===== src/rtl/core/assert_macros.svh =====
// Assertion helpers shared by the RTL.
`ifndef ASSERT_MACROS_SVH
`define ASSERT_MACROS_SVH

// Same-cycle implication, held off while reset is low.
`define SPL_ASSERT_IMP(label, clk, rst_n, ante, cons) \
	label: assert property (@(posedge clk) disable iff (!rst_n) (ante) |-> (cons)) \
		else $error("same-cycle check failed");

// Next-cycle implication, held off while reset is low.
`define SPL_ASSERT_NXT(label, clk, rst_n, ante, cons) \
	label: assert property (@(posedge clk) disable iff (!rst_n) (ante) |=> (cons)) \
		else $error("next-cycle check failed");

`endif


===== src/rtl/core/spl_pkg.sv =====
`default_nettype none

package spl_pkg;

	// Q1.24 gain format
	localparam int GAIN_W = 25;
	localparam int FRAC_W = 24;

	typedef logic [GAIN_W-1:0] gain_t;

	localparam gain_t Q_ONE = 25'h100_0000;

	// Register reset values
	localparam logic [31:0] THRESH_RST = 32'd7549747;
	localparam gain_t COEF_RST = 25'd6987;

	// Configuration register indexes
	localparam int CFG_IDX_W = 2;
	typedef logic [CFG_IDX_W-1:0] cfg_idx_t;
	localparam cfg_idx_t CFG_THRESHOLD = 2'd0;
	localparam cfg_idx_t CFG_RELEASE = 2'd1;

	typedef enum logic [2:0] {
		ST_IDLE,
		ST_PEAK,
		ST_LIMIT,
		ST_DIV,
		ST_GAIN,
		ST_REL,
		ST_APPLY,
		ST_SCALE
	} state_t;

endpackage

`default_nettype wire


===== src/rtl/core/spl_in_if.sv =====
`default_nettype none

interface spl_in_if #(
	parameter int SAMPLE_BITS = 24
);
	logic valid;
	logic ready;
	logic signed [SAMPLE_BITS-1:0] left_in;
	logic signed [SAMPLE_BITS-1:0] right_in;

	modport source (output valid, output left_in, output right_in, input ready);
	modport sink (input valid, input left_in, input right_in, output ready);
endinterface

`default_nettype wire


===== src/rtl/core/spl_out_if.sv =====
`default_nettype none

interface spl_out_if #(
	parameter int SAMPLE_BITS = 24
);
	logic valid;
	logic ready;
	logic signed [SAMPLE_BITS-1:0] left_out;
	logic signed [SAMPLE_BITS-1:0] right_out;
	spl_pkg::gain_t gain_out;

	modport source (output valid, output left_out, output right_out, output gain_out,
		input ready);
	modport sink (input valid, input left_out, input right_out, input gain_out,
		output ready);
endinterface

`default_nettype wire


===== src/rtl/core/spl_cfg_if.sv =====
`default_nettype none

interface spl_cfg_if #(
	parameter int DATA_W = 25
);
	logic valid;
	logic ready;
	spl_pkg::cfg_idx_t index;
	logic [DATA_W-1:0] data;

	modport source (output valid, output index, output data, input ready);
	modport sink (input valid, input index, input data, output ready);
endinterface

`default_nettype wire


===== src/rtl/core/spl_div.sv =====
`default_nettype none

// Restoring divider, one quotient bit per cycle.
// quo = floor(num * 2^FRAC_W / den), needs num < den.
module spl_div #(
	parameter int SAMPLE_BITS = 24
) (
	input  wire logic                   clk,
	input  wire logic                   arst_n,
	input  wire logic                   start,
	input  wire logic [SAMPLE_BITS-2:0] num,
	input  wire logic [SAMPLE_BITS-1:0] den,
	output logic                        busy,
	output logic [spl_pkg::FRAC_W-1:0]  quo
);

	localparam int CNT_W = $clog2(spl_pkg::FRAC_W);
	localparam logic [CNT_W-1:0] CNT_LAST = CNT_W'(spl_pkg::FRAC_W - 1);

	logic                        busy_q;
	logic [CNT_W-1:0]            cnt_q;
	logic [SAMPLE_BITS-2:0]      rem_q;
	logic [SAMPLE_BITS-1:0]      den_q;
	logic [spl_pkg::FRAC_W-1:0]  quo_q;

	logic [SAMPLE_BITS-1:0]      shifted;
	logic [SAMPLE_BITS:0]        diff;
	logic                        ge;

	// rem < den <= 2^(S-1), so the doubled remainder fits in S bits
	assign shifted = {rem_q, 1'b0};
	assign diff    = {1'b0, shifted} - {1'b0, den_q};
	assign ge      = ~diff[SAMPLE_BITS];

	always_ff @(posedge clk or negedge arst_n) begin
		if (!arst_n) begin
			busy_q <= 1'b0;
			cnt_q  <= '0;
		end else if (start) begin
			busy_q <= 1'b1;
			cnt_q  <= '0;
		end else if (busy_q) begin
			cnt_q <= cnt_q + 1'b1;
			if (cnt_q == CNT_LAST) begin
				busy_q <= 1'b0;
			end
		end
	end

	always_ff @(posedge clk) begin
		if (start) begin
			rem_q <= num;
			den_q <= den;
			quo_q <= '0;
		end else if (busy_q) begin
			rem_q <= ge ? diff[SAMPLE_BITS-2:0] : shifted[SAMPLE_BITS-2:0];
			quo_q <= {quo_q[spl_pkg::FRAC_W-2:0], ge};
		end
	end

	assign busy = busy_q;
	assign quo  = quo_q;

endmodule

`default_nettype wire


===== src/rtl/core/spl_smul.sv =====
`default_nettype none

// Serial shift-add multiplier, multiplier bits LSB first, one per cycle.
// prod = (a * b + 2^23) >> 24, with b <= unity so prod <= a.
module spl_smul #(
	parameter int W = 24
) (
	input  wire logic           clk,
	input  wire logic           arst_n,
	input  wire logic           start,
	input  wire logic [W-1:0]   a,
	input  wire spl_pkg::gain_t b,
	output logic                busy,
	output logic [W-1:0]        prod
);

	localparam int GW = spl_pkg::GAIN_W;
	localparam int CNT_W = $clog2(GW);
	localparam logic [CNT_W-1:0] CNT_LAST = CNT_W'(GW - 1);

	logic             busy_q;
	logic [CNT_W-1:0] cnt_q;
	logic [W-1:0]     acc_q;
	logic [W-1:0]     a_q;
	logic [GW-1:0]    mul_q;
	logic [GW-1:0]    low_q;

	logic [W:0]       sum;
	logic [W:0]       rnd;

	assign sum = {1'b0, acc_q} + (mul_q[0] ? {1'b0, a_q} : '0);

	// low_q holds product bits 24..0; round on bit 23
	assign rnd = {acc_q, low_q[GW-1]} + {{W{1'b0}}, low_q[GW-2]};

	always_ff @(posedge clk or negedge arst_n) begin
		if (!arst_n) begin
			busy_q <= 1'b0;
			cnt_q  <= '0;
		end else if (start) begin
			busy_q <= 1'b1;
			cnt_q  <= '0;
		end else if (busy_q) begin
			cnt_q <= cnt_q + 1'b1;
			if (cnt_q == CNT_LAST) begin
				busy_q <= 1'b0;
			end
		end
	end

	always_ff @(posedge clk) begin
		if (start) begin
			acc_q <= '0;
			a_q   <= a;
			mul_q <= b;
			low_q <= '0;
		end else if (busy_q) begin
			acc_q <= sum[W:1];
			low_q <= {sum[0], low_q[GW-1:1]};
			mul_q <= {1'b0, mul_q[GW-1:1]};
		end
	end

	assign busy = busy_q;
	assign prod = rnd[W-1:0];

endmodule

`default_nettype wire


===== src/rtl/core/stereo_peak_limiter_unit.sv =====
//  channel  | kind        | carries
//  ---------+-------------+------------------------------------------------
//  smp      | sink        | left_in, right_in: signed stereo sample pair
//  res      | source      | left_out, right_out, gain_out (Q1.24)
//  cfg      | sink        | index 0 threshold, index 1 release_coef
//
//  One pair at a time: the next beat is accepted only once the result of the
//  last one is loaded. The divide (24 quotient bits) runs only when the peak
//  exceeds the threshold, the release multiply (25 bits) only when the gain
//  rises toward its target; the serial scaling multipliers run for every pair.
//  Reset: gain to unity, registers to their reset values, result empty.
//  A waiting result sits in the output register; a stalled res only holds
//  the block in the final scaling state until the register frees up.
`default_nettype none

`include "assert_macros.svh"

module stereo_peak_limiter_unit #(
	parameter int SAMPLE_BITS = 24
) (
	input  wire logic clk,
	input  wire logic arst_n,
	spl_in_if.sink    smp,
	spl_out_if.source res,
	spl_cfg_if.sink   cfg
);

	localparam int S  = SAMPLE_BITS;
	localparam int GW = spl_pkg::GAIN_W;

	// config registers
	logic [S-2:0]       thr_q;
	spl_pkg::gain_t     coef_q;
	spl_pkg::gain_t     coef_sat;

	// control
	spl_pkg::state_t    state_q, state_d;
	logic               res_valid_q;

	// per-item datapath
	logic [S-1:0]       lmag_q, rmag_q, peak_q;
	logic               lneg_q, rneg_q;
	spl_pkg::gain_t     target_q;
	spl_pkg::gain_t     gain_q;
	logic [S-1:0]       lmag_c, rmag_c, lraw, rraw;
	logic               peak_gt;
	logic [GW:0]        gdiff;
	logic               attack, gap_zero;

	// unit handshakes
	logic               div_start, rel_start, sc_start, load_out;
	logic               div_busy, rel_busy, lsc_busy, rsc_busy;
	logic [spl_pkg::FRAC_W-1:0] quo;
	spl_pkg::gain_t     rel_step;
	logic [S-1:0]       lprod, rprod;

	// result register
	logic signed [S-1:0] left_out_q, right_out_q;
	spl_pkg::gain_t      gain_out_q;

	// ---------------------------------------------------------------
	// Configuration: always ready, unknown indexes are dropped
	// ---------------------------------------------------------------
	assign cfg.ready = 1'b1;

	always_ff @(posedge clk or negedge arst_n) begin
		if (!arst_n) begin
			thr_q  <= spl_pkg::THRESH_RST[S-2:0];
			coef_q <= spl_pkg::COEF_RST;
		end else if (cfg.valid) begin
			case (cfg.index)
				spl_pkg::CFG_THRESHOLD: thr_q  <= cfg.data[S-2:0];
				spl_pkg::CFG_RELEASE:   coef_q <= cfg.data[GW-1:0];
				default: ;
			endcase
		end
	end

	// coef above unity has bit 24 set; clamp to unity
	assign coef_sat = coef_q[GW-1] ? spl_pkg::Q_ONE : coef_q;

	// ---------------------------------------------------------------
	// Front end: sign/magnitude split at accept, peak next cycle
	// ---------------------------------------------------------------
	assign lraw   = smp.left_in;
	assign rraw   = smp.right_in;
	// most negative value maps to 2^(S-1), still exact in S unsigned bits
	assign lmag_c = lraw[S-1] ? (~lraw + {{(S-1){1'b0}}, 1'b1}) : lraw;
	assign rmag_c = rraw[S-1] ? (~rraw + {{(S-1){1'b0}}, 1'b1}) : rraw;

	assign peak_gt = peak_q > {1'b0, thr_q};

	// one subtract gives both the gap and the attack decision
	assign gdiff    = {1'b0, target_q} - {1'b0, gain_q};
	assign attack   = gdiff[GW];
	assign gap_zero = (gdiff == '0);

	// ---------------------------------------------------------------
	// Sequencer
	// ---------------------------------------------------------------
	always_comb begin
		state_d = state_q;
		case (state_q)
			spl_pkg::ST_IDLE:  if (smp.valid) state_d = spl_pkg::ST_PEAK;
			spl_pkg::ST_PEAK:  state_d = spl_pkg::ST_LIMIT;
			spl_pkg::ST_LIMIT: state_d = peak_gt ? spl_pkg::ST_DIV : spl_pkg::ST_GAIN;
			spl_pkg::ST_DIV:   if (!div_busy) state_d = spl_pkg::ST_GAIN;
			spl_pkg::ST_GAIN: begin
				if (attack || gap_zero) begin
					state_d = spl_pkg::ST_APPLY;
				end else begin
					state_d = spl_pkg::ST_REL;
				end
			end
			spl_pkg::ST_REL:   if (!rel_busy) state_d = spl_pkg::ST_APPLY;
			spl_pkg::ST_APPLY: state_d = spl_pkg::ST_SCALE;
			spl_pkg::ST_SCALE: if (load_out) state_d = spl_pkg::ST_IDLE;
			default:           state_d = spl_pkg::ST_IDLE;
		endcase
	end

	always_comb begin
		smp.ready = (state_q == spl_pkg::ST_IDLE);
		div_start = (state_q == spl_pkg::ST_LIMIT) && peak_gt;
		rel_start = (state_q == spl_pkg::ST_GAIN) && !attack && !gap_zero;
		sc_start  = (state_q == spl_pkg::ST_APPLY);
		load_out  = (state_q == spl_pkg::ST_SCALE) && !lsc_busy &&
			(!res_valid_q || res.ready);
	end

	always_ff @(posedge clk or negedge arst_n) begin
		if (!arst_n) begin
			state_q <= spl_pkg::ST_IDLE;
		end else begin
			state_q <= state_d;
		end
	end

	// Kept gain: the only datapath state carried on from one item to the next
	always_ff @(posedge clk or negedge arst_n) begin
		if (!arst_n) begin
			gain_q <= spl_pkg::Q_ONE;
		end else if (state_q == spl_pkg::ST_GAIN && attack) begin
			gain_q <= target_q;
		end else if (state_q == spl_pkg::ST_REL && !rel_busy) begin
			gain_q <= gain_q + rel_step;
		end
	end

	always_ff @(posedge clk) begin
		if (smp.valid && smp.ready) begin
			lmag_q <= lmag_c;
			rmag_q <= rmag_c;
			lneg_q <= lraw[S-1];
			rneg_q <= rraw[S-1];
		end
		if (state_q == spl_pkg::ST_PEAK) begin
			peak_q <= (lmag_q > rmag_q) ? lmag_q : rmag_q;
		end
		if (state_q == spl_pkg::ST_LIMIT && !peak_gt) begin
			target_q <= spl_pkg::Q_ONE;
		end else if (state_q == spl_pkg::ST_DIV && !div_busy) begin
			target_q <= {1'b0, quo};
		end
	end

	// ---------------------------------------------------------------
	// Serial units
	// ---------------------------------------------------------------
	spl_div #(
		.SAMPLE_BITS(S)
	) u_div (
		.clk    (clk),
		.arst_n (arst_n),
		.start  (div_start),
		.num    (thr_q),
		.den    (peak_q),
		.busy   (div_busy),
		.quo    (quo)
	);

	spl_smul #(
		.W(GW)
	) u_rel (
		.clk    (clk),
		.arst_n (arst_n),
		.start  (rel_start),
		.a      (gdiff[GW-1:0]),
		.b      (coef_sat),
		.busy   (rel_busy),
		.prod   (rel_step)
	);

	spl_smul #(
		.W(S)
	) u_lsc (
		.clk    (clk),
		.arst_n (arst_n),
		.start  (sc_start),
		.a      (lmag_q),
		.b      (gain_q),
		.busy   (lsc_busy),
		.prod   (lprod)
	);

	spl_smul #(
		.W(S)
	) u_rsc (
		.clk    (clk),
		.arst_n (arst_n),
		.start  (sc_start),
		.a      (rmag_q),
		.b      (gain_q),
		.busy   (rsc_busy),
		.prod   (rprod)
	);

	// ---------------------------------------------------------------
	// Result register
	// ---------------------------------------------------------------
	always_ff @(posedge clk or negedge arst_n) begin
		if (!arst_n) begin
			res_valid_q <= 1'b0;
		end else if (load_out) begin
			res_valid_q <= 1'b1;
		end else if (res.ready) begin
			res_valid_q <= 1'b0;
		end
	end

	// magnitude never grows, so putting the sign back cannot overflow
	always_ff @(posedge clk) begin
		if (load_out) begin
			left_out_q  <= lneg_q ? (~lprod + {{(S-1){1'b0}}, 1'b1}) : lprod;
			right_out_q <= rneg_q ? (~rprod + {{(S-1){1'b0}}, 1'b1}) : rprod;
			gain_out_q  <= gain_q;
		end
	end

	assign res.valid     = res_valid_q;
	assign res.left_out  = left_out_q;
	assign res.right_out = right_out_q;
	assign res.gain_out  = gain_out_q;

	// ---------------------------------------------------------------
	// Checks
	// ---------------------------------------------------------------
	`SPL_ASSERT_IMP(a_gain_le_unity, clk, arst_n, 1'b1, gain_q <= spl_pkg::Q_ONE)
	`SPL_ASSERT_IMP(a_scalers_lockstep, clk, arst_n, 1'b1, lsc_busy == rsc_busy)
	`SPL_ASSERT_NXT(a_accept_to_peak, clk, arst_n, smp.valid && smp.ready, state_q == spl_pkg::ST_PEAK)
	`SPL_ASSERT_IMP(a_div_only_limiting, clk, arst_n, div_start, peak_q > {1'b0, thr_q})

endmodule

`default_nettype wire

===== src/flat_wrapper.sv =====
// flat-port wrapper written by rule: the top's interface ports become plain ports
module stereo_peak_limiter_unit_flat 
#(
	parameter int SAMPLE_BITS = 24
)
  (clk, arst_n, smp_valid, smp_left_in, smp_right_in, smp_ready, res_valid, res_left_out, res_right_out, res_gain_out, res_ready, cfg_valid, cfg_index, cfg_data, cfg_ready);
  spl_in_if #(.SAMPLE_BITS(SAMPLE_BITS)) smp_i ();
  spl_out_if #(.SAMPLE_BITS(SAMPLE_BITS)) res_i ();
  spl_cfg_if cfg_i ();
  input  wire logic clk;
  input  wire logic arst_n;
  input wire logic [$bits(smp_i.valid)-1:0] smp_valid;
  input wire logic [$bits(smp_i.left_in)-1:0] smp_left_in;
  input wire logic [$bits(smp_i.right_in)-1:0] smp_right_in;
  output wire logic [$bits(smp_i.ready)-1:0] smp_ready;
  output wire logic [$bits(res_i.valid)-1:0] res_valid;
  output wire logic [$bits(res_i.left_out)-1:0] res_left_out;
  output wire logic [$bits(res_i.right_out)-1:0] res_right_out;
  output wire logic [$bits(res_i.gain_out)-1:0] res_gain_out;
  input wire logic [$bits(res_i.ready)-1:0] res_ready;
  input wire logic [$bits(cfg_i.valid)-1:0] cfg_valid;
  input wire logic [$bits(cfg_i.index)-1:0] cfg_index;
  input wire logic [$bits(cfg_i.data)-1:0] cfg_data;
  output wire logic [$bits(cfg_i.ready)-1:0] cfg_ready;
  assign smp_i.valid = smp_valid;
  assign smp_i.left_in = smp_left_in;
  assign smp_i.right_in = smp_right_in;
  assign smp_ready = smp_i.ready;
  assign res_valid = res_i.valid;
  assign res_left_out = res_i.left_out;
  assign res_right_out = res_i.right_out;
  assign res_gain_out = res_i.gain_out;
  assign res_i.ready = res_ready;
  assign cfg_i.valid = cfg_valid;
  assign cfg_i.index = cfg_index;
  assign cfg_i.data = cfg_data;
  assign cfg_ready = cfg_i.ready;
  stereo_peak_limiter_unit #(.SAMPLE_BITS(SAMPLE_BITS)) u_core (.clk(clk), .arst_n(arst_n), .smp(smp_i), .res(res_i), .cfg(cfg_i));
endmodule

===== config.mk =====
export PLATFORM = sky130hd
export DESIGN_NAME = stereo_peak_limiter_unit_flat
export DESIGN_NICKNAME = d
export VERILOG_FILES = /design/src/rtl/core/spl_pkg.sv /design/src/rtl/core/spl_in_if.sv /design/src/rtl/core/spl_out_if.sv /design/src/rtl/core/spl_cfg_if.sv /design/src/rtl/core/spl_div.sv /design/src/rtl/core/spl_smul.sv /design/src/rtl/core/stereo_peak_limiter_unit.sv /design/src/flat_wrapper.sv
export VERILOG_INCLUDE_DIRS = /design/src /design/src/rtl/core
export SDC_FILE = /design/constraint.sdc
export NUM_CORES = 1
export LEC_CHECK = 0
export ABC_AREA = 1
export BUFFER_PORTS_ARGS = -buffer_cell sky130_fd_sc_hd__buf_2
export CORE_ASPECT_RATIO = 1.2
export CORE_MARGIN = 3
export CORE_UTILIZATION = 40
export DETAILED_ROUTE_END_ITERATION = 10
export PLACE_DENSITY = 0.69
export SLEW_MARGIN = 25
export SYNTH_ARGS = -nofsm -noshare
export SYNTH_HDL_FRONTEND = slang
export SYNTH_SLANG_ARGS = --single-unit

===== constraint.sdc =====
create_clock -name clk -period 4.5 [get_ports clk]
set_input_delay 1.35 -clock clk [delete_from_list [all_inputs] [get_ports clk]]
set_output_delay 1.35 -clock clk [all_outputs]
set_load 0.01 [all_outputs]

# == Yosys cells after proc, flatten, opt, wreduce, memory -nomap -nowiden ==
# Index checks and enable logic that the tools add are counted.
# op_classes
n_reduce_logical,31
n_addsub,17
muxes,49
order_cmp,2
n_bitwise,5
n_eq_ne,16
# ops
op,n
$mux W25,10
$mux W24,5
$mux W23,5
$add A24 B1 Y24 const B,4
$not A24 Y24,4
$add A24 B24 Y25,2
$add A24 B1 Y24,2
$mux W5,8
$add A25 B25 Y26,1
$logic_not A26 Y1,1
$sub A25 B25 Y26,1
$add A25 B1 Y25,1
$add A25 B25 Y25,1
$sub A24 B24 Y25,1
$gt A24 B23 Y1,1
$gt A24 B24 Y1,1
$pmux W3 S8,1
$add A5 B1 Y5 const B,4
$eq A5 B5 Y1 const B,4
$mux W3,5
$mux W1,14
$eq A3 B3 Y1 const B,4
$reduce_bool A2 Y1,6
$logic_and A1 B1 Y1,10
other kinds (13),24
# totals
out_inout_bits,76
reg_bits,640
inputBits,80
word_cells,159

# == Logic depth before layout (Yosys ltp) ==
# Gate-level depths: netlist of run 1.
# depth
word_depth,5
depth_mapped,21

# == By module ==
# A second synthesis of run 1 with hierarchy kept.
# hier_totals
cells_unflattened,4855
area_unflattened_um2,36553.8
# by_module_without_submodules
mod,cells_each,instances,area_each_um2
stereo_peak_limiter_unit,1846,1,15419.8
spl_smul (u_core.u_rel),803,1,5584.1
spl_smul (u_core.u_rsc),763,1,5338.9
spl_smul (u_core.u_lsc),752,1,5286.3
spl_div,691,1,4924.7

# == Worst setup path after synthesis of run 1 ==
# Ideal clock, no wire load.
# synth_timing
path_kind,input to register
from,input port res_ready
to,register u_core.state_q[2]
arrival_ns,5.345
slack_ns,-0.968
required_time_ns,4.377
stages,7
path_cell_list,nor2_1 nor2_1 nor3_1 a221oi_1 o21ai_0 o21ai_0 nand2_1
# synth_via
elab_chain_cells,4
# synth_rtl
element,line,rtl
from (decl),flat_wrapper.sv:20,input wire logic [$bits(res_i.ready)-1:0] res_ready;
$logic_or A1 B1 Y1,stereo_peak_limiter_unit.sv:128,(!res_valid_q || res.ready);
$logic_and A1 B1 Y1,stereo_peak_limiter_unit.sv:127,load_out = (state_q == spl_pkg::ST_SCALE) && !lsc_busy &&
net u_core.load_out,stereo_peak_limiter_unit.sv:51,"logic div_start, rel_start, sc_start, load_out;"
$ne A2 B1 Y1 (no source line),n/a,
$reduce_and A4 Y1 (no source line),n/a,
to (signal assigned),stereo_peak_limiter_unit.sv:133,state_q <= spl_pkg::ST_IDLE;
to (signal assigned),stereo_peak_limiter_unit.sv:135,state_q <= state_d;
to (decl),stereo_peak_limiter_unit.sv:37,"spl_pkg::state_t state_q, state_d;"
# The timed path passes the listed nets, and every way through them passes these cells.
# A chain may end at the register's enable or synchronous reset.

# == Final worst setup path of run 1 ==
# layout_timing
from,register u_core.gain_q[0]
to,register u_core.gain_q[20]
# layout_via
elab_chain_cells,3
elab_cells_between_ends,6
# layout_rtl
element,line,rtl
from (decl),stereo_peak_limiter_unit.sv:44,spl_pkg::gain_t gain_q;
from (signal assigned),stereo_peak_limiter_unit.sv:142,gain_q <= spl_pkg::Q_ONE;
from (signal assigned),stereo_peak_limiter_unit.sv:144,gain_q <= target_q;
from (signal assigned),stereo_peak_limiter_unit.sv:146,gain_q <= gain_q + rel_step;
$add A25 B25 Y25 / $sub A25 B25 Y26 (equally long branches),"stereo_peak_limiter_unit.sv:146, stereo_peak_limiter_unit.sv:94",
$mux W25 / $logic_and A1 B1 Y1 (equally long branches),"stereo_peak_limiter_unit.sv:145, stereo_peak_limiter_unit.sv:143",
$mux W25 / $reduce_bool A2 Y1 (equally long branches),n/a,
# Several ways; a longest one is shown, not always the timed one. The select of a mux whose other input is x is not followed.

==> results.cfg, run 1 <==
[placed_design]
dp_hpwl_mm = 72.2
post-place-ws_ns = 0.933
routabilityCongestion = 0.974
port_buffers = 154

[layout]
fin_util_pct = 45.5
layout.nets = 4555
nFillCells = 8176
final_common_cell = nand2_1
multi_input_area_um2 = 15700
drive_above_1_share_pct = 9.09
final_cell_mix = 1,007 x nand2_1, 624 x inv_1, 342 x edfxtp_1
regArea_um2 = 15400
area_growth_pct = 12.4

[sta]
slew_headroom_pct = 31.3
finalCritPeriodShare_pct = 77.7
finalMaxSlewViolations = 0
rsz0062_at_grt = false
worst_slew_pin_slew_ns = 1.03
max_freq_mhz = 286
hold_viol = 0
setup_viol_count_final = 0
setup_ws_ns = 1.00
worst_clock_skew_ns = 0.0418
period_needed_ns = 3.50
finalSetupTns_ns = 0

[floorplan]
die_w_um = 271
core_area_um2 = 83600
die_area_um2 = 88100
pin_count = 156
initial_core_util_pct = 40.5
rows = 116
die_y_um = 325

[setup_path]
cpPeakStageDelay_ns = 0.52
critPathRequiredTime_ns = 5.00
path_common_cell = nand2_1
cp-start-kind = flip-flop
crit_chain = inv_1 -> fa_1 -> inv_1 -> fa_1 -> nand3_1 -> nand2_1 -> a21boi_0 -> o21bai_1 -> a21boi_0 -> o21ai_0 -> nand2_1 -> nand2_1 -> nand2_1 -> nand3_1 -> o211ai_1
crit_fanout = 5
cp_slowest_cell = o21ai_0
endpoint_kind = flip-flop
cp.arrival_ns = 3.99
critPathKind = reg -> reg
critPathTopFamily = compound AO/OA/AOI/OAI gates
worst-path-buf-inv = 2

[cts]
clkTransAtPathRegs_ns = 0.07
clk_path_buf_depth = 3
clk_latency_ns = 0.65
cts-resized-gates = 0
numCtsBuffers = 60
cts_tree = yes
post-cts-setup-buffers = 0
htree_levels = 2
clock-sinks = 571
cts_hold_buf = 0
cts_root_buf = clkbuf_16

[synthesis]
ys_seq_area_share_pct = 45.5
ys_ff_latch = 571
yosys_warnings = 0
synthFlopType = edfxtp_1
syn_inst = 4110
synth_nets = 4403
synthDistinctLibCells = 65
synth_area_um2 = 33800
synth_top_area_share_pct = 30.4
yosysTopAreaCell = edfxtp_1
postSynthAreaPerCell_um2 = 8.23
synth_area_leaders = edfxtp_1 30%, nand2_1 11%, ha_1 7.6%
async_flop_share_pct = 17.7
synth_edf_count = 342

[power_and_ir_drop]
powerDensity_nw_per_um2 = 771
power.static_leakage_uw = 0.0179
max-vdd-ir-drop_uv = 372

[grt]
grt_use_met1_pct = 26.3
grt_use_met2_pct = 35.5
grt_pass1_vias = 26700
grt.busiest_layer = met2
grt_overflow = 0
grt_pass1_wl_mm = 146
met3_usage_pct = 2.53
globalRouteTotalUtil_pct = 20.7
grt_max_degree = 85
antenna_found_initial = 10

[route]
drt_iter0_drc = 1933
totalWireLength_mm = 92.8
drtAntennaViolNets = 0
avgRoutedWirePerCell_um = 17.1
vias = 27800
firstDrtPassIters = 7
post_drt_via_cell_ratio = 5.11
drcViolationCount = 0

[outcome]
outcome = completed

[run]
cap_violations = 0

[worst_hold_path]
hp-class = reg -> reg
==> power breakdown <==
part | total (uW) | switching [uW] | leakage, uW | internal (uW)
combinational | 14600 | 9390 | 0.0113 | 5210
sequential | 9490 | 1510 | 0.00557 | 7970
clock | 5220 | 2160 | 0.00104 | 3060
total | 29300 | 13100 | 0.0179 | 16200
==> Yosys cell counts (22+ instances only) <==
| cell type | n |
|---|---|
| nand2_1 | 1008 |
| edfxtp_1 | 342 |
| dfstp_2 | 22 |
| inv_1 | 624 |
| nor3_1 | 74 |
| a211oi_1 | 27 |
| nor2_1 | 327 |
| nand4_1 | 58 |
| xnor2_1 | 58 |
| dfrtp_1 | 79 |
| ha_1 | 206 |
| a21oi_1 | 234 |
| o21bai_1 | 26 |
| clkbuf_1 | 67 |
| or2_2 | 22 |
| dfxtp_1 | 128 |
| o211ai_1 | 46 |
| xor2_1 | 112 |
| nand3_1 | 182 |
| a21o_1 | 24 |
| o21ai_0 | 198 |
==> final cells by class <==
type | count | share of cell area, %
antenna | 5 | 0.0329
clock buffer | 82 | 4.66
clock inverter | 32 | 0.836
inverter | 632 | 6.24
multi-input combinational | 2813 | 41.3
sequential | 571 | 40.5
tap | 1121 | 3.69
timing repair buffer | 184 | 2.76
==> worst reg2reg max path, stage by stage (launching register included) <==
cell,delay (ns)
dfrtp_1,0.45
inv_1,0.09
fa_1,0.37
inv_1,0.10
fa_1,0.22
nand3_1,0.09
nand2_1,0.11
a21boi_0,0.20
o21bai_1,0.44
a21boi_0,0.22
o21ai_0,0.52
nand2_1,0.19
nand2_1,0.11
nand2_1,0.05
nand3_1,0.11
o211ai_1,0.11
==> path summary, 6_finish.rpt <==
path	depth (start not counted)	slack [ns]	startpoint	end
worst max register to register	15	1.00	u_core.gain_q[0]	u_core.gain_q[20]
max in group asynchronous	2	2.81	arst_n	u_core.gain_q[24]
worst min-delay path	0	0.44	u_core.rmag_q[2]	u_core.u_rsc.a_q[2]
worst min register to register	0	0.44	u_core.rmag_q[2]	u_core.u_rsc.a_q[2]
min in group asynchronous	1	0.85	arst_n	u_core.u_lsc.cnt_q[3]
worst max-delay path	15	1.00	u_core.gain_q[0]	u_core.gain_q[20]
==> layer usage <==
metal	up-vias	wire length [um]	part of all wire [%]
li1	14000	-	-
met2	685	44600	48
met3	178	4750	5.1
met4	4	4120	4.4
met5	-	18	0.019
met1	12900	39200	42
==> state kept, by name (all words and copies together) (netlist names), 25 cells and up <==
| signal | flops |
|---|---|
| u_core.coef_q | 25 |
| u_core.gain_q | 25 |
| u_core.res.gain_out | 25 |
| u_core.target_q | 25 |
| u_core.u_lsc.mul_q | 25 |
| u_core.u_rel.a_q | 25 |
| u_core.u_rel.acc_q | 25 |
| u_core.u_rel.mul_q | 25 |
| u_core.u_rsc.mul_q | 25 |
==> metrics by stage <==
stage               cell area, um2  hold WS, ns  total power (uW)  std cells
CTS                          38000        0.446             29400       5435
global route                 38000        0.456             31800       5435
detailed placement           35900        0.435             24000       5321
finish                       38000        0.444             29300       5440
global placement             35900        0.426             23800       5321
floorplan                    33800        0.421             20000       4110
==> cell families after synthesis <==
logic type | after synthesis | synth area share [%]
and+or+nand+nor | 1740 | 21.6
adders and majority gates | 213 | 8.03
DFF | 571 | 45.5
xor gates and xnor gates | 172 | 4.50
muxes | 1 | 0.0333
other | 1 | 0.0111
AOI/OAI and AO/OA | 686 | 12.1
buffers and inverters | 726 | 8.24
Note: power is estimated with default switching activity, not from simulation.
==> run 2, diff against run 1 <==
--- a/config.mk
+++ b/config.mk
@@ -12,7 +12,7 @@
 export CORE_MARGIN = 3
 export CORE_UTILIZATION = 40
 export DETAILED_ROUTE_END_ITERATION = 10
-export PLACE_DENSITY = 0.69
+export PLACE_DENSITY = 0.67
 export SLEW_MARGIN = 25
 export SYNTH_ARGS = -nofsm -noshare
 export SYNTH_HDL_FRONTEND = slang
==> constraint.sdc (replaced) <==
create_clock -name clk -period 3.35 [get_ports clk]
set_input_delay 1.005 -clock clk [delete_from_list [all_inputs] [get_ports clk]]
set_output_delay 1.005 -clock clk [all_outputs]
set_load 0.01 [all_outputs]
==> results.cfg, run 2 (synthesis results as in run 1) <==
[outcome]
outcome = completed

[setup_path]
endpoint_kind = flip-flop
cp-start-kind = flip-flop
critPathRequiredTime_ns = 3.85
r2r_start = u_core.gain_q[0]
worst-path-buf-inv = 4
path_common_cell = nand2_1
critPathTopFamily = compound AO/OA/AOI/OAI gates
crit_fanout = 4
critPathKind = reg -> reg
cpPeakStageDelay_ns = 0.39
crit_chain = buf_4 -> inv_1 -> fa_1 -> inv_1 -> fa_1 -> nand3_1 -> nand2_1 -> a21boi_0 -> o21bai_1 -> a21boi_0 -> o21ai_0 -> buf_4 -> nand2_1 -> nand2_1 -> nand2_1 -> nand3_1 -> o211ai_1
cp_slowest_cell = o21bai_1
cp.arrival_ns = 3.64
startpoint = u_core.gain_q[0]

[route]
drtAntennaViolNets = 0
firstDrtPassIters = 5
drcViolationCount = 0
vias = 28000
drt_iter0_drc = 1838
post_drt_via_cell_ratio = 5.09
avgRoutedWirePerCell_um = 17.2
totalWireLength_mm = 94.8

[run]
cap_violations = 0

[sta]
setup_viol_count_final = 0
finalMaxSlewViolations = 0
rsz0062_at_grt = false
slew_headroom_pct = 46.5
worst_clock_skew_ns = 0.0409
worst_slew_pin_slew_ns = 0.802
finalCritPeriodShare_pct = 93.7
holdWs_ns = 0.377
max_freq_mhz = 318
hold_viol = 0
period_needed_ns = 3.14
finalSetupTns_ns = 0

[floorplan]
initial_core_util_pct = 40.5
core_area_um2 = 83600
die_area_um2 = 88100
die_w_um = 271
rows = 116
pin_count = 156
die_y_um = 325

[placed_design]
routabilityCongestion = 0.962
port_buffers = 154
dp_hpwl_mm = 72.9
place_area_um2 = 36300

[cts]
clk_latency_ns = 0.62
clkTransAtPathRegs_ns = 0.07
htree_levels = 3
cts_root_buf = clkbuf_16
cts_tree = yes
clk_path_buf_depth = 3
numCtsBuffers = 66
cts_hold_buf = 0
clock-sinks = 571

[layout]
layout.nets = 4619
final_common_cell = nand2_1
final_cell_mix = 1,006 x nand2_1, 623 x inv_1, 342 x edfxtp_1
nFillCells = 8216
area_growth_pct = 14.6
drive_above_1_share_pct = 10.7
fin_util_pct = 46.4
finalInstanceArea_um2 = 38800

[grt]
antenna_found_initial = 10
grt_pass1_wl_mm = 147
globalRouteTotalUtil_pct = 21.1
grt_overflow = 0
grt_max_degree = 77
grt_pass1_vias = 27100

[power_and_ir_drop]
max-vdd-ir-drop_uv = 710
power.static_leakage_uw = 0.0183
total_power_uw = 40600
powerDensity_nw_per_um2 = 1050

[worst_hold_path]
hp-class = in -> async
==> run 2: stage by stage <==
step / worst slack (ns) / std cells
2_1_floorplan: 0.155 / 4110
3_3_place_gp: 0.233 / 5370
3_5_place_dp: 0.178 / 5370
4_1_cts: 0.151 / 5489
5_1_grt: 0.0204 / 5498
6_report: 0.210 / 5504
==> run 2: per-layer routing <==
layer / global-route usage (%) / vias to the layer above / wire length (um)
li1: - / 14100 / -
met1: 26.3 / 13000 / 39500
met2: 35.3 / 696 / 44700
met3: 3.12 / 229 / 5310
met4: 11.3 / 10 / 5190
met5: 0 / - / 67
==> run 2: worst paths after layout <==
path                                  endpoint  slack (ns)  depth (start not counted)
setup / recovery             u_core.gain_q[20]        0.21                         17
hold / removal                u_core.thr_q[11]        0.38                          1
setup reg to reg             u_core.gain_q[20]        0.21                         17
hold reg to reg            u_core.u_rsc.a_q[3]        0.44                          0
max in group asynchronous      u_core.thr_q[0]        2.28                          2
min in group clk           u_core.u_rsc.a_q[3]        0.44                          0
==> run 2: layout make-up <==
type                            count  area [um2]  area share [%]
Sequential cell                   571       15400            39.7
Clock inverter                     33         347           0.894
Inverter                          632        2380            6.13
Tap cell                         1121        1400            3.62
Timing Repair Buffer              242        1630            4.20
Multi-Input combinational cell   2813       15700            40.5
Clock buffer                       86        1900            4.91
Antenna cell                        6        15.0          0.0387
==> run 2: timing repair <==
| item | 4_1_cts | 5_1_grt |
|---|---|---|
| setup endpoints to repair | 0 | 76 |
| resized for setup | 0 | 12 |
| buffers inserted | 0 | 4 |
==> run 2: power breakdown <==
group	switching [uW]	internal, uW
sequential	1750	10700
combinational	13200	7490
clock	3040	4430
total	17900	22600
==> run 3, diff against run 2 <==
--- a/config.mk
+++ b/config.mk
@@ -12,7 +12,7 @@
 export CORE_MARGIN = 3
 export CORE_UTILIZATION = 40
 export DETAILED_ROUTE_END_ITERATION = 10
-export PLACE_DENSITY = 0.67
+export PLACE_DENSITY = 0.54
 export SLEW_MARGIN = 25
 export SYNTH_ARGS = -nofsm -noshare
 export SYNTH_HDL_FRONTEND = slang
==> results.cfg, run 3 (synthesis results as in run 1) <==
[outcome]
outcome = completed

[grt]
grt_overflow = 0
globalRouteTotalUtil_pct = 22.1
grt_max_degree = 77
grt_pass1_vias = 27100
grt_pass1_wl_mm = 153
antenna_found_initial = 14

[route]
drt_iter0_drc = 1828
firstDrtPassIters = 7
avgRoutedWirePerCell_um = 18.0
vias = 27700
totalWireLength_mm = 99.2
post_drt_via_cell_ratio = 5.03
drtAntennaViolNets = 0
drcViolationCount = 0

[cts]
cts_hold_buf = 0
clock-sinks = 571
clk_path_buf_depth = 3
numCtsBuffers = 67
clkTransAtPathRegs_ns = 0.06
cts_root_buf = clkbuf_16
clk_latency_ns = 0.62
cts_tree = yes
htree_levels = 3

[floorplan]
die_area_um2 = 88100
rows = 116
pin_count = 156
die_w_um = 271
die_y_um = 325
initial_core_util_pct = 40.5
core_area_um2 = 83600

[setup_path]
critPathKind = reg -> reg
endpoint_kind = flip-flop
crit_fanout = 12
cp-start-kind = flip-flop
cp.arrival_ns = 3.53
critPathRequiredTime_ns = 3.70

[sta]
max_freq_mhz = 315
worst_clock_skew_ns = 0.0319
period_needed_ns = 3.18
finalMaxSlewViolations = 0
hold_viol = 0
finalSetupTns_ns = 0
setup_viol_count_final = 0
worst_slew_pin_slew_ns = 0.784
finalCritPeriodShare_pct = 94.8
slew_headroom_pct = 47.3
holdWs_ns = 0.430

[power_and_ir_drop]
powerDensity_nw_per_um2 = 1050
power.static_leakage_uw = 0.0183
max-vdd-ir-drop_uv = 486

[layout]
final_common_cell = nand2_1
final_cell_mix = 1,004 x nand2_1, 623 x inv_1, 342 x edfxtp_1
layout.nets = 4625
area_growth_pct = 14.9
drive_above_1_share_pct = 10.7

[placed_design]
port_buffers = 154
dp_hpwl_mm = 77.6
routabilityCongestion = 0.921

[worst_hold_path]
hp-class = in -> async

[run]
cap_violations = 0
[run 3: cell types whose count changed in the layout (fill, tap and decap cells not counted), sizes merged]
cell | previous run | this run
diode | 6 | 9
clkbuf | 92 | 94
nand3 | 186 | 187
inv | 638 | 633
buf | 236 | 241
bufinv | 5 | 6
clkinv | 19 | 26
clkinvlp | 3 | 1
[run 3: what timing repair did]
action / CTS / global route
setup buffers: 0 / 3
gates resized for setup: 0 / 21
endpoints found under the setup margin: 0 / 77
endpoints found under the hold margin: 0 / 0
[run 3: area by class of cell]
| cell class | instances | area (um2) |
|---|---|---|
| antenna | 9 | 22.5 |
| multi-input combinational | 2814 | 15700 |
| sequential | 571 | 15400 |
| timing repair buffer | 246 | 1680 |
| fill | 8439 | 44700 |
| tap | 1121 | 1400 |
| clock inverter | 34 | 372 |
| clock buffer | 89 | 1870 |
| inverter | 632 | 2380 |
[run 3: metal layers]
metal	vias to the layer above	part of all wire [%]	track usage, %
met1	12900	43	27.7
li1	14100	-	-
met4	6	3.0	7.11
met3	150	4.7	3.72
met2	539	49	38.7
met5	-	0.041	0
[run 3: per-stage QoR]
stage | cells | instance area, um2 | total power, uW | setup slack [ns] | utilization [%]
CTS | 5497 | 38600 | 40800 | 0.216 | 46.2
detailed placement | 5374 | 36400 | 33200 | 0.157 | 43.5
finish | 5516 | 38900 | 40800 | 0.173 | 46.5
global route | 5511 | 38800 | 44400 | -0.000179 | 46.5
global placement | 5374 | 36400 | 33100 | 0.210 | 43.5
floorplan | 4110 | 33800 | 26900 | 0.155 | -
[run 3: critical path, cell delays in order, from the launching register on]
cell and delay (ns):
dfrtp_1 0.37, inv_1 0.09, ha_1 0.38, nand2_1 0.16, nor2_4 0.21, nand3_2 0.11, nand2_2 0.15, nand2_1 0.11
nand3_1 0.09, nand2_1 0.13, nor2_1 0.15, nand3_1 0.11, nor2_1 0.14, nand3_2 0.17, nand3_4 0.23, nand2_4 0.11
clkbuf_16 0.21
[run 3: power by group]
group | switching (uW) | total (uW) | internal, uW
Clock | 3030 | 7460 | 4430
Combinational | 13200 | 20800 | 7530
Sequential | 1910 | 12600 | 10700
[run 3: worst paths after layout]
path,startpoint,to,slack [ns],cells past startpoint
setup / recovery,u_core.gain_q[4],u_core.u_rel.mul_q[6],0.17,16
hold / removal,arst_n,u_core.u_lsc.cnt_q[1],0.43,1
setup reg to reg,u_core.gain_q[4],u_core.u_rel.mul_q[6],0.17,16
hold reg to reg,u_core.u_div.quo[20],u_core.u_div.quo[21],0.44,2
max in group asynchronous,arst_n,u_core.coef_q[12],2.08,2
min in group clk,u_core.u_div.quo[20],u_core.u_div.quo[21],0.44,2
